### config.mk
export PLATFORM = sky130hd
export DESIGN_NAME = text_console_cursor_controller
export DESIGN_NICKNAME = d
export VERILOG_FILES = /design/src/hdl/tccc_pkg.sv /design/src/hdl/text_console_cursor_controller.sv /design/src/hdl/tccc_front.sv /design/src/hdl/tccc_queue.sv /design/src/hdl/tccc_back.sv
export SDC_FILE = /design/constraint.sdc
export NUM_CORES = 1
export LEC_CHECK = 0
export ABC_CLOCK_PERIOD_IN_PS = 5900
export BUFFER_PORTS_ARGS = -buffer_cell sky130_fd_sc_hd__buf_2
export CAP_MARGIN = 0
export CORE_MARGIN = 2
export CORE_UTILIZATION = 38
export DETAILED_ROUTE_END_ITERATION = 10
export SETUP_SLACK_MARGIN = 0.4
export SYNTH_ARGS = -nofsm -noshare
export SYNTH_HDL_FRONTEND = slang
export SYNTH_HIERARCHICAL = 1
export SYNTH_SLANG_ARGS = --single-unit
### constraint.sdc
create_clock -name clk -period 5.9 [get_ports clk]
set_input_delay 1.18 -clock clk [delete_from_list [all_inputs] [get_ports clk]]
set_output_delay 1.18 -clock clk [all_outputs]
set_load 0.02 [all_outputs]
### src/hdl/tccc_pkg.sv
package tccc_pkg;

  // Result slots of one queued command, in the order they leave the block.
  typedef enum logic [2:0] {
    SLOT_START_POLL  = 3'd0,
    SLOT_SCROLL      = 3'd1,
    SLOT_SCROLL_POLL = 3'd2,
    SLOT_COL1        = 3'd3,
    SLOT_ROW1        = 3'd4,
    SLOT_CHAR        = 3'd5,
    SLOT_COL2        = 3'd6,
    SLOT_ROW2        = 3'd7
  } slot_t;

  localparam int unsigned NUM_SLOTS = 8;

  // Configuration register indexes.
  typedef enum logic [1:0] {
    CFG_BASE    = 2'd0,
    CFG_COLUMNS = 2'd1,
    CFG_ROWS    = 2'd2
  } cfg_idx_t;

  localparam int unsigned CFG_IDX_W = 2;

  // Input operations.
  localparam logic OP_PRINT = 1'b0;
  localparam logic OP_SET   = 1'b1;

  // Output actions.
  localparam logic ACT_WRITE = 1'b0;
  localparam logic ACT_POLL  = 1'b1;

  // Display register offsets.
  localparam logic [31:0] OFS_ROW    = 32'h0000_0001;
  localparam logic [31:0] OFS_COL    = 32'h0000_0002;
  localparam logic [31:0] OFS_SCROLL = 32'h0000_0005;
  localparam logic [31:0] OFS_CHAR   = 32'h0000_0010;

  localparam logic [7:0] READY_STATUS = 8'h10;
  localparam logic [7:0] CH_BACKSPACE = 8'h01;
  localparam logic [7:0] CH_NEWLINE   = 8'h0a;
  localparam logic [7:0] CH_BLANK     = 8'h20;
  localparam logic [7:0] SCROLL_DATA  = 8'h01;

  localparam logic [7:0] COLUMNS_RESET = 8'd21;
  localparam logic [7:0] ROWS_RESET    = 8'd8;

  localparam int unsigned QUEUE_DEPTH = 4;

  // One classified item: which result slots fire and the bytes they carry.
  typedef struct packed {
    logic [NUM_SLOTS-1:0] slots;
    logic [7:0]           col1;
    logic [7:0]           row1;
    logic [7:0]           chr;
    logic [7:0]           col2;
    logic [7:0]           row2;
  } cmd_t;

endpackage

### src/hdl/text_console_cursor_controller.sv
// Text console cursor controller. Each input transfer is one character of a
// string (op 0) or a set-cursor request (op 1); the block tracks the cursor
// column and row and turns the item into up to eight output transfers, each a
// byte write to display_base plus a register offset (tuser 0) or a wait that
// polls display_base until the status reads 0x10 (tuser 1). out_tlast marks
// the last output transfer of an item; an item that causes nothing (character
// code zero with no string flags) gives no output at all. The cursor is
// updated at input accept, so a new item can be taken every cycle while the
// command queue has room. The output side then produces one transfer per
// clock while out_tready does not stall it; an item has one to eight
// results (two for set-cursor).
// Write configuration only while the block is idle.
module text_console_cursor_controller #(
  parameter int unsigned QUEUE_DEPTH = tccc_pkg::QUEUE_DEPTH
) (
  input  logic                           clk,
  input  logic                           rst_n,
  // configuration write port
  input  logic                           cfg_we,
  input  logic [tccc_pkg::CFG_IDX_W-1:0] cfg_addr,
  input  logic [31:0]                    cfg_wdata,
  // input stream
  input  logic                           in_tvalid,
  output logic                           in_tready,
  // [7:0] char_code, [8] string_start, [16:9] target_column,
  // [24:17] target_row, [31:25] zero
  input  logic [31:0]                    in_tdata,
  input  logic                           in_tuser,   // [0] op
  input  logic                           in_tlast,   // string_end
  // result stream
  output logic                           out_tvalid,
  input  logic                           out_tready,
  // [31:0] bus_address, [39:32] write_data
  output logic [39:0]                    out_tdata,
  output logic                           out_tuser,  // [0] action
  output logic                           out_tlast   // final_res
);

  logic [31:0] base_r;
  logic [7:0]  columns_r;
  logic [7:0]  rows_r;

  // Configuration registers: hold until written, ignore unknown indexes.
  always_ff @(posedge clk) begin
    if (!rst_n) begin
      base_r    <= '0;
      columns_r <= tccc_pkg::COLUMNS_RESET;
      rows_r    <= tccc_pkg::ROWS_RESET;
    end else if (cfg_we) begin
      unique case (tccc_pkg::cfg_idx_t'(cfg_addr))
        tccc_pkg::CFG_BASE:    base_r    <= cfg_wdata;
        tccc_pkg::CFG_COLUMNS: columns_r <= cfg_wdata[7:0];
        tccc_pkg::CFG_ROWS:    rows_r    <= cfg_wdata[7:0];
        default: ;
      endcase
    end
  end

  logic           q_full;
  logic           q_not_empty;
  logic           q_push;
  logic           q_pop;
  tccc_pkg::cmd_t q_in_cmd;
  tccc_pkg::cmd_t q_head;

  logic           res_action;
  logic [31:0]    res_addr;
  logic [7:0]     res_data;
  logic           res_final;

  // Accept whenever the queue has a free entry.
  assign in_tready = !q_full;

  // Front: classify the item, advance the cursor, build the command.
  tccc_front u_front (
    .clk           (clk),
    .rst_n         (rst_n),
    .in_valid      (in_tvalid),
    .q_ready       (in_tready),
    .op            (in_tuser),
    .char_code     (in_tdata[7:0]),
    .string_start  (in_tdata[8]),
    .string_end    (in_tlast),
    .target_column (in_tdata[16:9]),
    .target_row    (in_tdata[24:17]),
    .columns       (columns_r),
    .rows          (rows_r),
    .push          (q_push),
    .cmd           (q_in_cmd)
  );

  // Queue: decouple classification from bus-action sequencing.
  tccc_queue #(
    .DEPTH (QUEUE_DEPTH)
  ) u_queue (
    .clk       (clk),
    .rst_n     (rst_n),
    .push      (q_push),
    .push_cmd  (q_in_cmd),
    .pop       (q_pop),
    .full      (q_full),
    .not_empty (q_not_empty),
    .head      (q_head)
  );

  // Back: walk the pending slots of each command, one transfer per cycle unless stalled.
  tccc_back u_back (
    .clk          (clk),
    .rst_n        (rst_n),
    .display_base (base_r),
    .q_not_empty  (q_not_empty),
    .q_head       (q_head),
    .q_pop        (q_pop),
    .out_valid    (out_tvalid),
    .out_ready    (out_tready),
    .action       (res_action),
    .bus_address  (res_addr),
    .write_data   (res_data),
    .final_res    (res_final)
  );

  assign out_tdata = {res_data, res_addr};
  assign out_tuser = res_action;
  assign out_tlast = res_final;

endmodule

### src/hdl/tccc_front.sv
module tccc_front (
  input  logic              clk,
  input  logic              rst_n,
  input  logic              in_valid,
  input  logic              q_ready,
  input  logic              op,
  input  logic [7:0]        char_code,
  input  logic              string_start,
  input  logic              string_end,
  input  logic [7:0]        target_column,
  input  logic [7:0]        target_row,
  input  logic [7:0]        columns,
  input  logic [7:0]        rows,
  output logic              push,
  output tccc_pkg::cmd_t    cmd
);

  logic [7:0] col_r, col_nxt;
  logic [7:0] row_r, row_nxt;
  logic [7:0] max_col, max_row;
  logic       accept;

  assign max_col = columns - 8'd1;
  assign max_row = rows - 8'd1;
  assign accept  = in_valid && q_ready;

  always_comb begin
    logic [7:0] c;
    logic [7:0] r;
    c   = col_r;
    r   = row_r;
    cmd = '0;
    if (op == tccc_pkg::OP_SET) begin
      c = (target_column >= columns) ? max_col : target_column;
      r = (target_row >= rows) ? max_row : target_row;
      cmd.slots[tccc_pkg::SLOT_COL1] = 1'b1;
      cmd.slots[tccc_pkg::SLOT_ROW1] = 1'b1;
      cmd.col1 = c;
      cmd.row1 = r;
    end else begin
      cmd.slots[tccc_pkg::SLOT_START_POLL] = string_start;
      if (char_code == tccc_pkg::CH_BACKSPACE) begin
        if (c != 8'd0) begin
          c = c - 8'd1;
          cmd.slots[tccc_pkg::SLOT_COL1] = 1'b1;
          cmd.slots[tccc_pkg::SLOT_CHAR] = 1'b1;
          cmd.col1 = c;
          cmd.chr  = tccc_pkg::CH_BLANK;
        end
      end else if (char_code == tccc_pkg::CH_NEWLINE) begin
        c = 8'd0;
        if (r < max_row) begin
          r = r + 8'd1;
        end else begin
          cmd.slots[tccc_pkg::SLOT_SCROLL]      = 1'b1;
          cmd.slots[tccc_pkg::SLOT_SCROLL_POLL] = 1'b1;
        end
      end else if (char_code != 8'd0) begin
        // wrap at the line width, scrolling on the last row
        if (c >= columns) begin
          c = 8'd0;
          if (r < max_row) begin
            r = r + 8'd1;
          end else begin
            cmd.slots[tccc_pkg::SLOT_SCROLL]      = 1'b1;
            cmd.slots[tccc_pkg::SLOT_SCROLL_POLL] = 1'b1;
          end
        end
        cmd.slots[tccc_pkg::SLOT_COL1] = 1'b1;
        cmd.slots[tccc_pkg::SLOT_ROW1] = 1'b1;
        cmd.slots[tccc_pkg::SLOT_CHAR] = 1'b1;
        cmd.col1 = c;
        cmd.row1 = r;
        cmd.chr  = char_code;
        c = c + 8'd1;
      end
      if (string_end) begin
        cmd.slots[tccc_pkg::SLOT_COL2] = 1'b1;
        cmd.slots[tccc_pkg::SLOT_ROW2] = 1'b1;
        cmd.col2 = c;
        cmd.row2 = r;
      end
    end
    col_nxt = accept ? c : col_r;
    row_nxt = accept ? r : row_r;
  end

  // items that cause no result are dropped here
  assign push = accept && (cmd.slots != '0);

  always_ff @(posedge clk) begin
    if (!rst_n) begin
      col_r <= 8'd0;
      row_r <= 8'd0;
    end else begin
      col_r <= col_nxt;
      row_r <= row_nxt;
    end
  end

endmodule

### src/hdl/tccc_queue.sv
module tccc_queue #(
  parameter int unsigned DEPTH = tccc_pkg::QUEUE_DEPTH
) (
  input  logic           clk,
  input  logic           rst_n,
  input  logic           push,
  input  tccc_pkg::cmd_t push_cmd,
  input  logic           pop,
  output logic           full,
  output logic           not_empty,
  output tccc_pkg::cmd_t head
);

  localparam int unsigned AW = (DEPTH > 1) ? $clog2(DEPTH) : 1;
  localparam int unsigned CW = $clog2(DEPTH + 1);
  localparam logic [AW-1:0] LAST_IDX = AW'(DEPTH - 1);
  localparam logic [CW-1:0] FULL_CNT = CW'(DEPTH);

  tccc_pkg::cmd_t entry_r [DEPTH];
  logic [AW-1:0]  wr_ptr_r, wr_ptr_nxt;
  logic [AW-1:0]  rd_ptr_r, rd_ptr_nxt;
  logic [CW-1:0]  count_r, count_nxt;
  logic           do_push, do_pop;

  assign full      = (count_r == FULL_CNT);
  assign not_empty = (count_r != '0);
  assign head      = entry_r[rd_ptr_r];
  assign do_push   = push && !full;
  assign do_pop    = pop && not_empty;

  always_comb begin
    wr_ptr_nxt = wr_ptr_r;
    rd_ptr_nxt = rd_ptr_r;
    count_nxt  = count_r;
    if (do_push) begin
      wr_ptr_nxt = (wr_ptr_r == LAST_IDX) ? '0 : wr_ptr_r + AW'(1);
    end
    if (do_pop) begin
      rd_ptr_nxt = (rd_ptr_r == LAST_IDX) ? '0 : rd_ptr_r + AW'(1);
    end
    if (do_push && !do_pop) begin
      count_nxt = count_r + CW'(1);
    end else if (do_pop && !do_push) begin
      count_nxt = count_r - CW'(1);
    end
  end

  always_ff @(posedge clk) begin
    if (do_push) begin
      entry_r[wr_ptr_r] <= push_cmd;
    end
  end

  always_ff @(posedge clk) begin
    if (!rst_n) begin
      wr_ptr_r <= '0;
      rd_ptr_r <= '0;
      count_r  <= '0;
    end else begin
      wr_ptr_r <= wr_ptr_nxt;
      rd_ptr_r <= rd_ptr_nxt;
      count_r  <= count_nxt;
    end
  end

endmodule

### src/hdl/tccc_back.sv
module tccc_back (
  input  logic           clk,
  input  logic           rst_n,
  input  logic [31:0]    display_base,
  input  logic           q_not_empty,
  input  tccc_pkg::cmd_t q_head,
  output logic           q_pop,
  output logic           out_valid,
  input  logic           out_ready,
  output logic           action,
  output logic [31:0]    bus_address,
  output logic [7:0]     write_data,
  output logic           final_res
);

  tccc_pkg::cmd_t                 cur_r, cur_nxt;
  logic [tccc_pkg::NUM_SLOTS-1:0] mask_r, mask_nxt;
  logic [tccc_pkg::NUM_SLOTS-1:0] mask_after;
  logic [2:0]                     slot_idx;
  logic                           can_emit;
  logic                           emit_act;
  logic [31:0]                    emit_ofs;
  logic [7:0]                     emit_data;

  logic        valid_r, valid_nxt;
  logic        action_r;
  logic [31:0] addr_r;
  logic [7:0]  data_r;
  logic        final_r;

  // lowest pending slot goes first
  always_comb begin
    slot_idx = '0;
    for (int i = tccc_pkg::NUM_SLOTS - 1; i >= 0; i--) begin
      if (mask_r[i]) begin
        slot_idx = 3'(i);
      end
    end
  end

  always_comb begin
    mask_after           = mask_r;
    mask_after[slot_idx] = 1'b0;
  end

  always_comb begin
    emit_act  = tccc_pkg::ACT_WRITE;
    emit_ofs  = tccc_pkg::OFS_COL;
    emit_data = cur_r.col1;
    unique case (tccc_pkg::slot_t'(slot_idx))
      tccc_pkg::SLOT_START_POLL, tccc_pkg::SLOT_SCROLL_POLL: begin
        emit_act  = tccc_pkg::ACT_POLL;
        emit_ofs  = '0;
        emit_data = tccc_pkg::READY_STATUS;
      end
      tccc_pkg::SLOT_SCROLL: begin
        emit_ofs  = tccc_pkg::OFS_SCROLL;
        emit_data = tccc_pkg::SCROLL_DATA;
      end
      tccc_pkg::SLOT_COL1: begin
        emit_ofs  = tccc_pkg::OFS_COL;
        emit_data = cur_r.col1;
      end
      tccc_pkg::SLOT_ROW1: begin
        emit_ofs  = tccc_pkg::OFS_ROW;
        emit_data = cur_r.row1;
      end
      tccc_pkg::SLOT_CHAR: begin
        emit_ofs  = tccc_pkg::OFS_CHAR;
        emit_data = cur_r.chr;
      end
      tccc_pkg::SLOT_COL2: begin
        emit_ofs  = tccc_pkg::OFS_COL;
        emit_data = cur_r.col2;
      end
      tccc_pkg::SLOT_ROW2: begin
        emit_ofs  = tccc_pkg::OFS_ROW;
        emit_data = cur_r.row2;
      end
      default: begin
        emit_ofs  = tccc_pkg::OFS_COL;
        emit_data = cur_r.col1;
      end
    endcase
  end

  assign can_emit = (mask_r != '0) && (!valid_r || out_ready);
  // reload from the queue as the last slot leaves, no bubble
  assign q_pop    = q_not_empty && ((mask_r == '0) || (can_emit && (mask_after == '0)));

  always_comb begin
    if (q_pop) begin
      cur_nxt  = q_head;
      mask_nxt = q_head.slots;
    end else begin
      cur_nxt  = cur_r;
      mask_nxt = can_emit ? mask_after : mask_r;
    end
    if (can_emit) begin
      valid_nxt = 1'b1;
    end else if (out_ready) begin
      valid_nxt = 1'b0;
    end else begin
      valid_nxt = valid_r;
    end
  end

  always_ff @(posedge clk) begin
    cur_r <= cur_nxt;
    if (can_emit) begin
      action_r <= emit_act;
      addr_r   <= display_base + emit_ofs;
      data_r   <= emit_data;
      final_r  <= (mask_after == '0);
    end
  end

  always_ff @(posedge clk) begin
    if (!rst_n) begin
      mask_r  <= '0;
      valid_r <= 1'b0;
    end else begin
      mask_r  <= mask_nxt;
      valid_r <= valid_nxt;
    end
  end

  assign out_valid   = valid_r;
  assign action      = action_r;
  assign bus_address = addr_r;
  assign write_data  = data_r;
  assign final_res   = final_r;

endmodule

* Word level (Yosys, flattened, before mapping) *
Memory sizes are Yosys's and may differ from the RTL's. A register that Yosys moved wholly into a read port is not among the register bits.
Index checks and enable logic that the tools add are counted.

word-level totals
  bits in registers = 162
  RAM bits = 192
  logic and storage cells = 153
  memories kept = 1

operators by class
  add/subtract/negate cells = 10
  magnitude comparators = 6
  equal/unequal tests = 14
  multiplexer cells = 67
  bitwise operators = 2
  reduce and logical (&&, ||, !) cells = 34

memory list
  name             words  bits a word  rd ports  clocked after Yosys merged registers in  wr ports  RTL line          RTL
  u_queue.entry_r  4      48           1         1                                        1         tccc_queue.sv:19  tccc_pkg::cmd_t entry_r [DEPTH];

operators with widths
  kind                                                 number
  2-to-1 mux 8 bit                                     24
  one-hot mux 32 bit (5 select lines)                  1
  2-to-1 mux 24 bit                                    3
  one-hot mux 8 bit (7 select lines)                   1
  2-to-1 mux 3 bit                                     13
  adder 32 bit                                         1
  2-to-1 mux 16 bit                                    2
  nonzero test 8 bit                                   4
  greater-or-equal comparator 8 bit                    3
  subtractor 8 x 1 -> 8 bit, second input constant     3
  2-to-1 mux 2 bit                                     10
  adder 8 x 1 -> 8 bit, second input constant          2
  logical NOT 8 bit                                    2
  equality test 3 bit, second input constant           5
  logical AND 1 bit                                    10
  2-to-1 mux 1 bit                                     10
  AND 8 bit                                            1
  equality test 8 x 1 -> 1 bit, second input constant  1
  equality test 8 x 4 -> 1 bit, second input constant  1
  < comparator 8 bit                                   1
  inverter 8 bit                                       1
  equality test 2 bit, second input constant           3
  equality test 3 x 2 -> 1 bit, second input constant  2
  2-to-1 mux 6 bit                                     1
  other kinds (17)                                     28

* Logic depth before layout (Yosys ltp) *
Gate-level depths: netlist (run 1).

  word-level depth = 22
  mapped depth = 21

* Hierarchy *
The synthesis (run 1) kept the hierarchy.

modules (own cells, without submodules)
  module                          times used  cells each  area an instance (µm²)
  tccc_queue                      1           301         7394.6
  tccc_back                       1           336         4227.8
  tccc_front                      1           442         3090.5
  text_console_cursor_controller  1           196         1924.3

* Least setup slack after synthesis (run 1) *
Ideal clock, no wire load.

  path type = reg2reg
  start = register u_back/mask_r[1] (netlist bit)
  end = register u_queue.count_r[2]
  data arrival time = 6.244 ns
  path slack = -0.420 ns
  cell stages (with the launch flop) = 15
  path buffers = 2
  clock period less this slack = 6.320 ns
  path through = dfxtp_1 -> or4_4 -> buf_6 -> nor2_1 -> o22a_1 -> buf_2 -> nand4_1 -> a21boi_0 -> o31ai_1 -> ha_1 -> inv_1 -> fa_1 -> xor2_1 -> or3_1 -> a21boi_0

on the way
  longest elaborated chain between the ends = 16
  elaborated cells between the ends (all ways) = 22
  classes of those cells = 2 x order compare; 5 x mux; 2 x bitwise; 13 x reduce/logical

ends and longest elaborated chain
  what                                                                                                                    RTL line                              RTL
  start: declaration                                                                                                      tccc_back.sv:17                       logic [tccc_pkg::NUM_SLOTS-1:0] mask_r, mask_nxt;
  start signal: assignment                                                                                                tccc_back.sv:123                      mask_r <= mask_nxt;
  2-to-1 mux 3 bit (2 in series)                                                                                          tccc_back.sv:35                       if (mask_r[i]) begin
  < comparator 3 x 4 -> 1 bit (not written as such) / greater-or-equal comparator 3 x 1 -> 1 bit (equally long branches)  tccc_back.sv:43                       mask_after[slot_idx] = 1'b0;
  logical AND 1 bit (not written as such)                                                                                 tccc_back.sv:43
  2-to-1 mux 1 bit (not written as such)                                                                                  tccc_back.sv:43
  demux 1 bit (select 3 bit)                                                                                              --
  inverter 8 bit (no source line)                                                                                         --
  AND 8 bit (no source line)                                                                                              --
  logical NOT 8 bit                                                                                                       tccc_back.sv:89                       assign q_pop = q_not_empty && ((mask_r == '0) || (can_emit && (mask_after == '0)));
  logical AND 1 bit                                                                                                       tccc_back.sv:89
  logical OR 1 bit (*)                                                                                                    tccc_back.sv:89
  logical AND 1 bit (*)                                                                                                   tccc_back.sv:89
  via q_pop                                                                                                               text_console_cursor_controller.sv:62  logic q_pop;
  logical AND 1 bit (*)                                                                                                   tccc_queue.sv:29                      assign do_pop = pop && not_empty;
  logical NOT 1 bit                                                                                                       tccc_queue.sv:41                      if (do_push && !do_pop) begin
  logical AND 1 bit                                                                                                       tccc_queue.sv:41
  2-to-1 mux 3 bit / nonzero test 2 bit (equally long branches)                                                           --
  end signal: assignment                                                                                                  tccc_queue.sv:62                      count_r <= count_nxt;
  end: declaration                                                                                                        tccc_queue.sv:22                      logic [CW-1:0] count_r, count_nxt;

The timed path passes the listed nets; every way through them passes the cells marked *.
A chain may end at the register's enable or synchronous reset.

==> flow_metrics.env, run 1 <==
export IMPL_cp_num_buf_inv=4
export IMPL_ant_nets=0
export IMPL_critPathCaptureType="flop"
export IMPL_insertion_delay_ns=0.56
export IMPL_power_leakage_uw=0.00687
export IMPL_grt_overflow=0
export IMPL_slowest_delay_ns=0.73
export IMPL_clockBufferDepth=3
export IMPL_io_pins=117
export IMPL_period_share=0.755
export IMPL_setup_tns_ns=0
export IMPL_num_rows=76
export IMPL_fin_hold_ws_ns=0.465
export IMPL_drc=0
export IMPL_dp_hpwl_mm=26.8
export IMPL_synth_top_area_share=0.495
export IMPL_start_kind="input pin"
export IMPL_rsz0062_at_grt="false"
export IMPL_ctsHoldBuffers=0
export IMPL_slew_violations=0
export IMPL_nNetsFinal=1501
export IMPL_ir_drop_v=0.000219
export IMPL_cap_violations=0
export IMPL_synth_area_per_cell_sq_um=13.0
export IMPL_whs_path_depth=2
export IMPL_synth_largest_area_cell="edfxtp_1"
export IMPL_wl_per_cell_um=20.0
export IMPL_reg2reg_slack_ns=1.60
export IMPL_async_flop_share=0
export IMPL_cp_top_family="simple AND/OR/NAND/NOR gates"
export IMPL_grt_pass1_wl_mm=61.6
export IMPL_cts_made_buffers=39
export IMPL_finalCriticalPeriod_ns=4.45
export IMPL_cts_tree="built"
export IMPL_r2r_cells=11
export IMPL_cts_sinks=356
export IMPL_gp_congestion=0.840
export IMPL_syn_num_nets=1398
export IMPL_dieWidth_um=213
export IMPL_status="finished, final reports clean"
export IMPL_synth_cell_type_count=83
export IMPL_crit_type="in2reg"
export IMPL_post_cts_buffers=0
export IMPL_critPathSlowestCell="or4_1"
export IMPL_fmax_ghz=0.225
export IMPL_hp_class="reg2reg"
export IMPL_vias=10600
export IMPL_cts_resized=0
export IMPL_cp_cell_sequence="buf_2, or4_1, or3_4, a211o_1, nor2b_1, buf_4, nor4_1, nor2_1, nor2b_1, buf_4, ha_1, inv_1, fa_1, xor2_1, or3_1, a21boi_0"
export IMPL_crit_cells=16
export IMPL_synth_common_cells="edfxtp_1, nand2_1, dfxtp_1, mux2i_1, nor2_1"
export IMPL_coreArea_sq_um=43200
export IMPL_cellPowerDensity_nw_per_um2=431
export IMPL_critical_path_arrival_ns=4.94
export IMPL_critical_path_required_ns=6.39
export IMPL_ys_ff_latch=356
export IMPL_timing_hold_violations_final=0
export IMPL_start_util=0.385
export IMPL_clkTransAtPathRegs_ns=0.07
export IMPL_synthToLayoutAreaGrowth_pct=14.1
export IMPL_synth_area_leaders="edfxtp_1, dfxtp_1, mux4_2, ha_1, mux2i_1"
export IMPL_die_area_sq_um=45500
export IMPL_htreeDepth=2
export IMPL_fin_worst_skew_ns=0.0235
export IMPL_synthesis_area_sq_um=16600
export IMPL_cts_root_buffer="clkbuf_16"
export IMPL_drt_pass1_iter_count=6
export IMPL_crit_fanout=9
export IMPL_syn_inst=1275
export IMPL_yosysMostFrequentCell="edfxtp_1"
export IMPL_routed_via_density=5.33
export IMPL_drt_iter0_markers=953
export IMPL_wirelength_mm=39.8
export IMPL_worst_slack_ns=1.45
export IMPL_grt_pass1_vias=10400
export IMPL_io_buffer_count=109
export IMPL_die_y_um=213
export IMPL_fillers=3994
export IMPL_grt_usage=0.179
export IMPL_worstMarginPinSlew_ns=1.13
export IMPL_setup_viol=0
export IMPL_layout_drive_gt1_share=0.186
export IMPL_post_place_ws_ns=0.861
export IMPL_synth_flop_cell="edfxtp_1"
export IMPL_seq_area_frac_synth=0.593
export IMPL_ys_warn_count=6
export IMPL_slew_headroom=0.242
export IMPL_synth_edff_count=274
export IMPL_grt_max_degree=68
export IMPL_antenna_found_initial=1
[per-stage QoR]
stage / utilization / instances / area, sq um / total power, uW
2_1_floorplan: - / 1275 / 16600 / 5170
3_3_place_gp: 0.411 / 1922 / 17800 / 5880
3_5_place_dp: 0.411 / 1922 / 17800 / 5930
4_1_cts: 0.440 / 1993 / 19000 / 8280
5_1_grt: 0.440 / 1994 / 19000 / 8590
6_report: 0.440 / 1994 / 19000 / 8180
[layout make-up]
class | instances | area [sq um] | share of cell area
antenna | 1 | 2.50 | 0.000132
clock inverter | 19 | 153 | 0.00804
inverter | 50 | 188 | 0.00988
timing repair buffer | 126 | 726 | 0.0382
sequential | 356 | 9870 | 0.520
clock buffer | 52 | 1080 | 0.0567
multi-input combinational | 805 | 6240 | 0.328
tap | 585 | 732 | 0.0386
[routing by layer]
metal	vias to the layer above	wire [um]	track usage
met5	-	0	0
met1	5324	17900	0.242
met4	0	658	0.0436
li1	5003	-	-
met2	246	19400	0.300
met3	49	1810	0.0313
[state kept, by name (all words and copies together) (netlist names), 3 cells and up, named ones only]
register	flops
u_front/col_r	8
u_queue/entry_r	192
u_back/cur_r	40
u_back/mask_r	8
rows_r	8
u_front/row_r	8
u_queue/count_r	3
base_r	32
u_back/write_data	8
columns_r	8
u_back/bus_address	32
[report_power, final]
group	switching [uW]	total, uW	internal (uW)
Combinational	1410	2170	758
Clock	990	2330	1340
Sequential	250	3680	3430
Total	2650	8180	5530
[cell usage in the layout, fill, tap and decap left out, types with 7 or more instances in the layout]
cell,Yosys,routed
clkbuf_1,29,9
a31oi_1,12,12
inv_1,49,49
ha_1,48,48
nand2b_1,7,7
and2_1,11,7
nand2_1,155,155
o211ai_1,14,14
nor3_1,20,20
mux4_2,48,48
xor2_1,24,24
clkbuf_16,0,40
dfxtp_1,82,80
a21oi_1,22,22
clkinv_1,1,9
edfxtp_1,274,274
nand4_1,17,17
and3_1,14,14
nand3_1,40,40
xnor2_1,37,37
buf_4,7,14
buf_2,17,108
nor2b_1,25,25
o311ai_0,8,8
nor2_1,55,54
nand4b_1,8,8
o21ai_0,50,50
mux2i_1,59,59
nor4_1,7,7
[worst register-to-register path, stage by stage, from the launching register on]
cell and delay, ns:
dfxtp_1 0.61, nor3_1 0.08, o21ai_0 0.09, buf_4 0.21, and2_1 0.76, nor2_1 0.21, ha_1 0.41, nand3_1 0.09
o21ai_0 0.66, nand4_1 0.48, nor3_1 0.31, xor2_1 0.11
[path summary, 6_finish.rpt]
path,start,endpoint
max,in_tdata[4],u_queue/count_r[2]$_SDFFE_PN0P_
max reg2reg,u_back/mask_r[4]$_SDFFE_PN0P_,u_back/bus_address[27]$_DFFE_PP_
min reg2reg,base_r[30]$_SDFFE_PN0P_,base_r[30]$_SDFFE_PN0P_
min,base_r[30]$_SDFFE_PN0P_,base_r[30]$_SDFFE_PN0P_
[cell families after synthesis]
family                     Yosys count  synth area share
DFF                                356             0.593
and+or+nand+nor                    398             0.122
adders and majority gates           50            0.0385
muxes                              117             0.107
AOI/OAI and AO/OA                  179            0.0735
xor gates and xnor gates            61            0.0321
buffers and inverters              114            0.0338
Power figures use the tool's default switching activity.
==> run 2, diff against run 1 <==
--- a/config.mk
+++ b/config.mk
@@ -5,7 +5,7 @@
 export SDC_FILE = /design/constraint.sdc
 export NUM_CORES = 1
 export LEC_CHECK = 0
-export ABC_CLOCK_PERIOD_IN_PS = 5900
+export ABC_CLOCK_PERIOD_IN_PS = 4280
 export BUFFER_PORTS_ARGS = -buffer_cell sky130_fd_sc_hd__buf_2
 export CAP_MARGIN = 0
 export CORE_MARGIN = 2
==> constraint.sdc (replaced) <==
create_clock -name clk -period 4.28 [get_ports clk]
set_input_delay 0.856 -clock clk [delete_from_list [all_inputs] [get_ports clk]]
set_output_delay 0.856 -clock clk [all_outputs]
set_load 0.02 [all_outputs]
==> flow_metrics.env, run 2 (synthesized netlist as in run 1, its figures left out) <==
export IMPL_status="finished, final reports clean"
export IMPL_crit_cells=19
export IMPL_drt_pass1_iter_count=5
export IMPL_start_util=0.385
export IMPL_finalCriticalPeriod_ns=3.61
export IMPL_dp_hpwl_mm=27.7
export IMPL_p_switching_uw=3690
export IMPL_ir_drop_v=0.000313
export IMPL_rsz0062_at_grt="false"
export IMPL_gp_congestion=0.871
export IMPL_cts_made_buffers=40
export IMPL_crit_fanout=6
export IMPL_grt_pass1_vias=10600
export IMPL_setup_tns_ns=0
export IMPL_cellPowerDensity_nw_per_um2=600
export IMPL_drt_iter0_markers=889
export IMPL_insertion_delay_ns=0.57
export IMPL_nNetsFinal=1526
export IMPL_die_area_sq_um=45500
export IMPL_reg2reg_slack_ns=0.67
export IMPL_whs_path_depth=2
export IMPL_synthToLayoutAreaGrowth_pct=15.9
export IMPL_worst_slack_ns=0.674
export IMPL_coreArea_sq_um=43200
export IMPL_cts_root_buffer="clkbuf_16"
export IMPL_cpMostUsedCell="ha_4"
export IMPL_setup_viol=0
export IMPL_post_place_ws_ns=0.0936
export IMPL_slew_violations=0
export IMPL_routed_via_density=5.30
export IMPL_power_leakage_uw=0.00702
export IMPL_top_register="u_queue/entry_r"
export IMPL_power_share_clock=0.297
export IMPL_layout_drive_gt1_share=0.210
export IMPL_grt_pass1_wl_mm=62.1
export IMPL_drc=0
export IMPL_fin_util=0.446
export IMPL_clkTransAtPathRegs_ns=0.06
export IMPL_grt_usage=0.181
export IMPL_worstMarginPinSlew_ns=1.07
export IMPL_num_rows=76
export IMPL_critical_path_arrival_ns=4.10
export IMPL_pwr_share_comb=0.261
export IMPL_cp_cell_sequence="inv_2, ha_4, nand3_2, nor3_2, xnor2_1, ha_1, a21o_1, a221o_1, nor2b_4, nor4_1, nor2_1, nor2b_1, buf_4, ha_4, inv_1, fa_2, xor2_1, or3_1, a21boi_1"
export IMPL_fillers=3966
export IMPL_cts_tree="built"
export IMPL_period_share=0.842
export IMPL_grt_overflow=0
export IMPL_cap_violations=0
export IMPL_slew_headroom=0.267
export IMPL_n_antenna_cell=0
export IMPL_fin_hold_ws_ns=0.461
export IMPL_final_common_cell="edfxtp_1"
export IMPL_cp_top_family="simple AND/OR/NAND/NOR gates"
export IMPL_ctsHoldBuffers=0
export IMPL_final_cell_mix="edfxtp_1, nand2_1, buf_2"
export IMPL_io_pins=117
export IMPL_reg_largest_list="u_queue/entry_r: 192 flops, u_back/cur_r: 40 flops"
export IMPL_die_y_um=213
export IMPL_register_area_sq_um=9880
export IMPL_internal_power_uw=7870
export IMPL_slowest_delay_ns=0.35
export IMPL_p_seq_frac=0.442
export IMPL_critical_path_required_ns=4.78
export IMPL_fin_cells=2017
export IMPL_vias=10700
export IMPL_clockBufferDepth=3
export IMPL_antenna_found_initial=0
export IMPL_r2r_cells=19
export IMPL_wl_per_cell_um=19.8
export IMPL_timing_hold_violations_final=0
export IMPL_critPathCaptureType="flop"
export IMPL_dieWidth_um=213
export IMPL_multi_input_area_sq_um=6290
export IMPL_crit_type="reg2reg"
export IMPL_cts_sinks=356
export IMPL_htreeDepth=2
export IMPL_cp_num_buf_inv=3
export IMPL_ant_nets=0
export IMPL_switching_share=0.319
export IMPL_fmax_ghz=0.277
export IMPL_critPathSlowestCell="dfxtp_2"
export IMPL_grt_max_degree=59
export IMPL_hp_class="reg2reg"
export IMPL_io_buffer_count=109
export IMPL_largest_reg_flops=192
export IMPL_start_kind="flop"
export IMPL_wirelength_mm=40.0
export IMPL_fin_worst_skew_ns=0.0125
export IMPL_dp_cells=1944
[run 2: cell count changes in the layout (fill, tap and decap cells not counted), sizes merged]
| cell | before | now |
|---|---|---|
| buf | 126 | 150 |
| diode | 1 | 0 |
| clkinv | 17 | 12 |
| clkbuf | 52 | 53 |
| bufinv | 1 | 4 |
| inv | 50 | 51 |
[run 2: per-stage QoR]
stage                     area (sq um)  total power, uW
after global placement           17900             8170
after CTS                        19200            11700
after global routing             19300            12200
after floorplan                  16700             7140
final                            19300            11600
after detailed placement         17900             8220
[run 2: path summary, 6_finish.rpt]
| kind | startpoint | end |
|---|---|---|
| min reg2reg | base_r[30]$_SDFFE_PN0P_ | base_r[30]$_SDFFE_PN0P_ |
| max | rows_r[0]$_SDFFE_PN0P_ | u_queue/count_r[2]$_SDFFE_PN0P_ |
| min | base_r[30]$_SDFFE_PN0P_ | base_r[30]$_SDFFE_PN0P_ |
| max reg2reg | rows_r[0]$_SDFFE_PN0P_ | u_queue/count_r[2]$_SDFFE_PN0P_ |
[run 2: timing repair]
item	CTS	global route
setup buffers	0	2
gates resized for setup	0	12
endpoints found under the setup margin	0	102
[run 2: power groups by stage]
stage	Clock, uW	Sequential, uW	Combinational [uW]
detailed placement	0	5190	3030
global placement	0	5170	3000
floorplan	0	5250	1890
finish	3430	5110	3020
CTS	3510	5120	3040
global route	3660	5190	3310
[run 2: cell type report]
| type | instances | share of cell area |
|---|---|---|
| Sequential cell | 356 | 0.512 |
| Multi-Input combinational cell | 805 | 0.327 |
| Clock buffer | 53 | 0.0555 |
| Timing Repair Buffer | 150 | 0.0450 |
| Tap cell | 585 | 0.0380 |
| Clock inverter | 18 | 0.0127 |
| Inverter | 50 | 0.00974 |
[run 2: layer usage]
| metal | vias to the layer above | global-route usage | part of all wire |
|---|---|---|---|
| met5 | - | 0 | 0 |
| met4 | 0 | 0.0500 | 0.020 |
| met3 | 55 | 0.0309 | 0.042 |
| met2 | 205 | 0.298 | 0.48 |
| met1 | 5371 | 0.249 | 0.45 |
| li1 | 5058 | - | - |
[run 2: tightest hold or removal path, delay by kind of cell, from the launching register on]
kind / cells / cell delay [ns]
muxes: 1 / 0.05
DFF: 1 / 0.31
and+or+nand+nor: 1 / 0.05
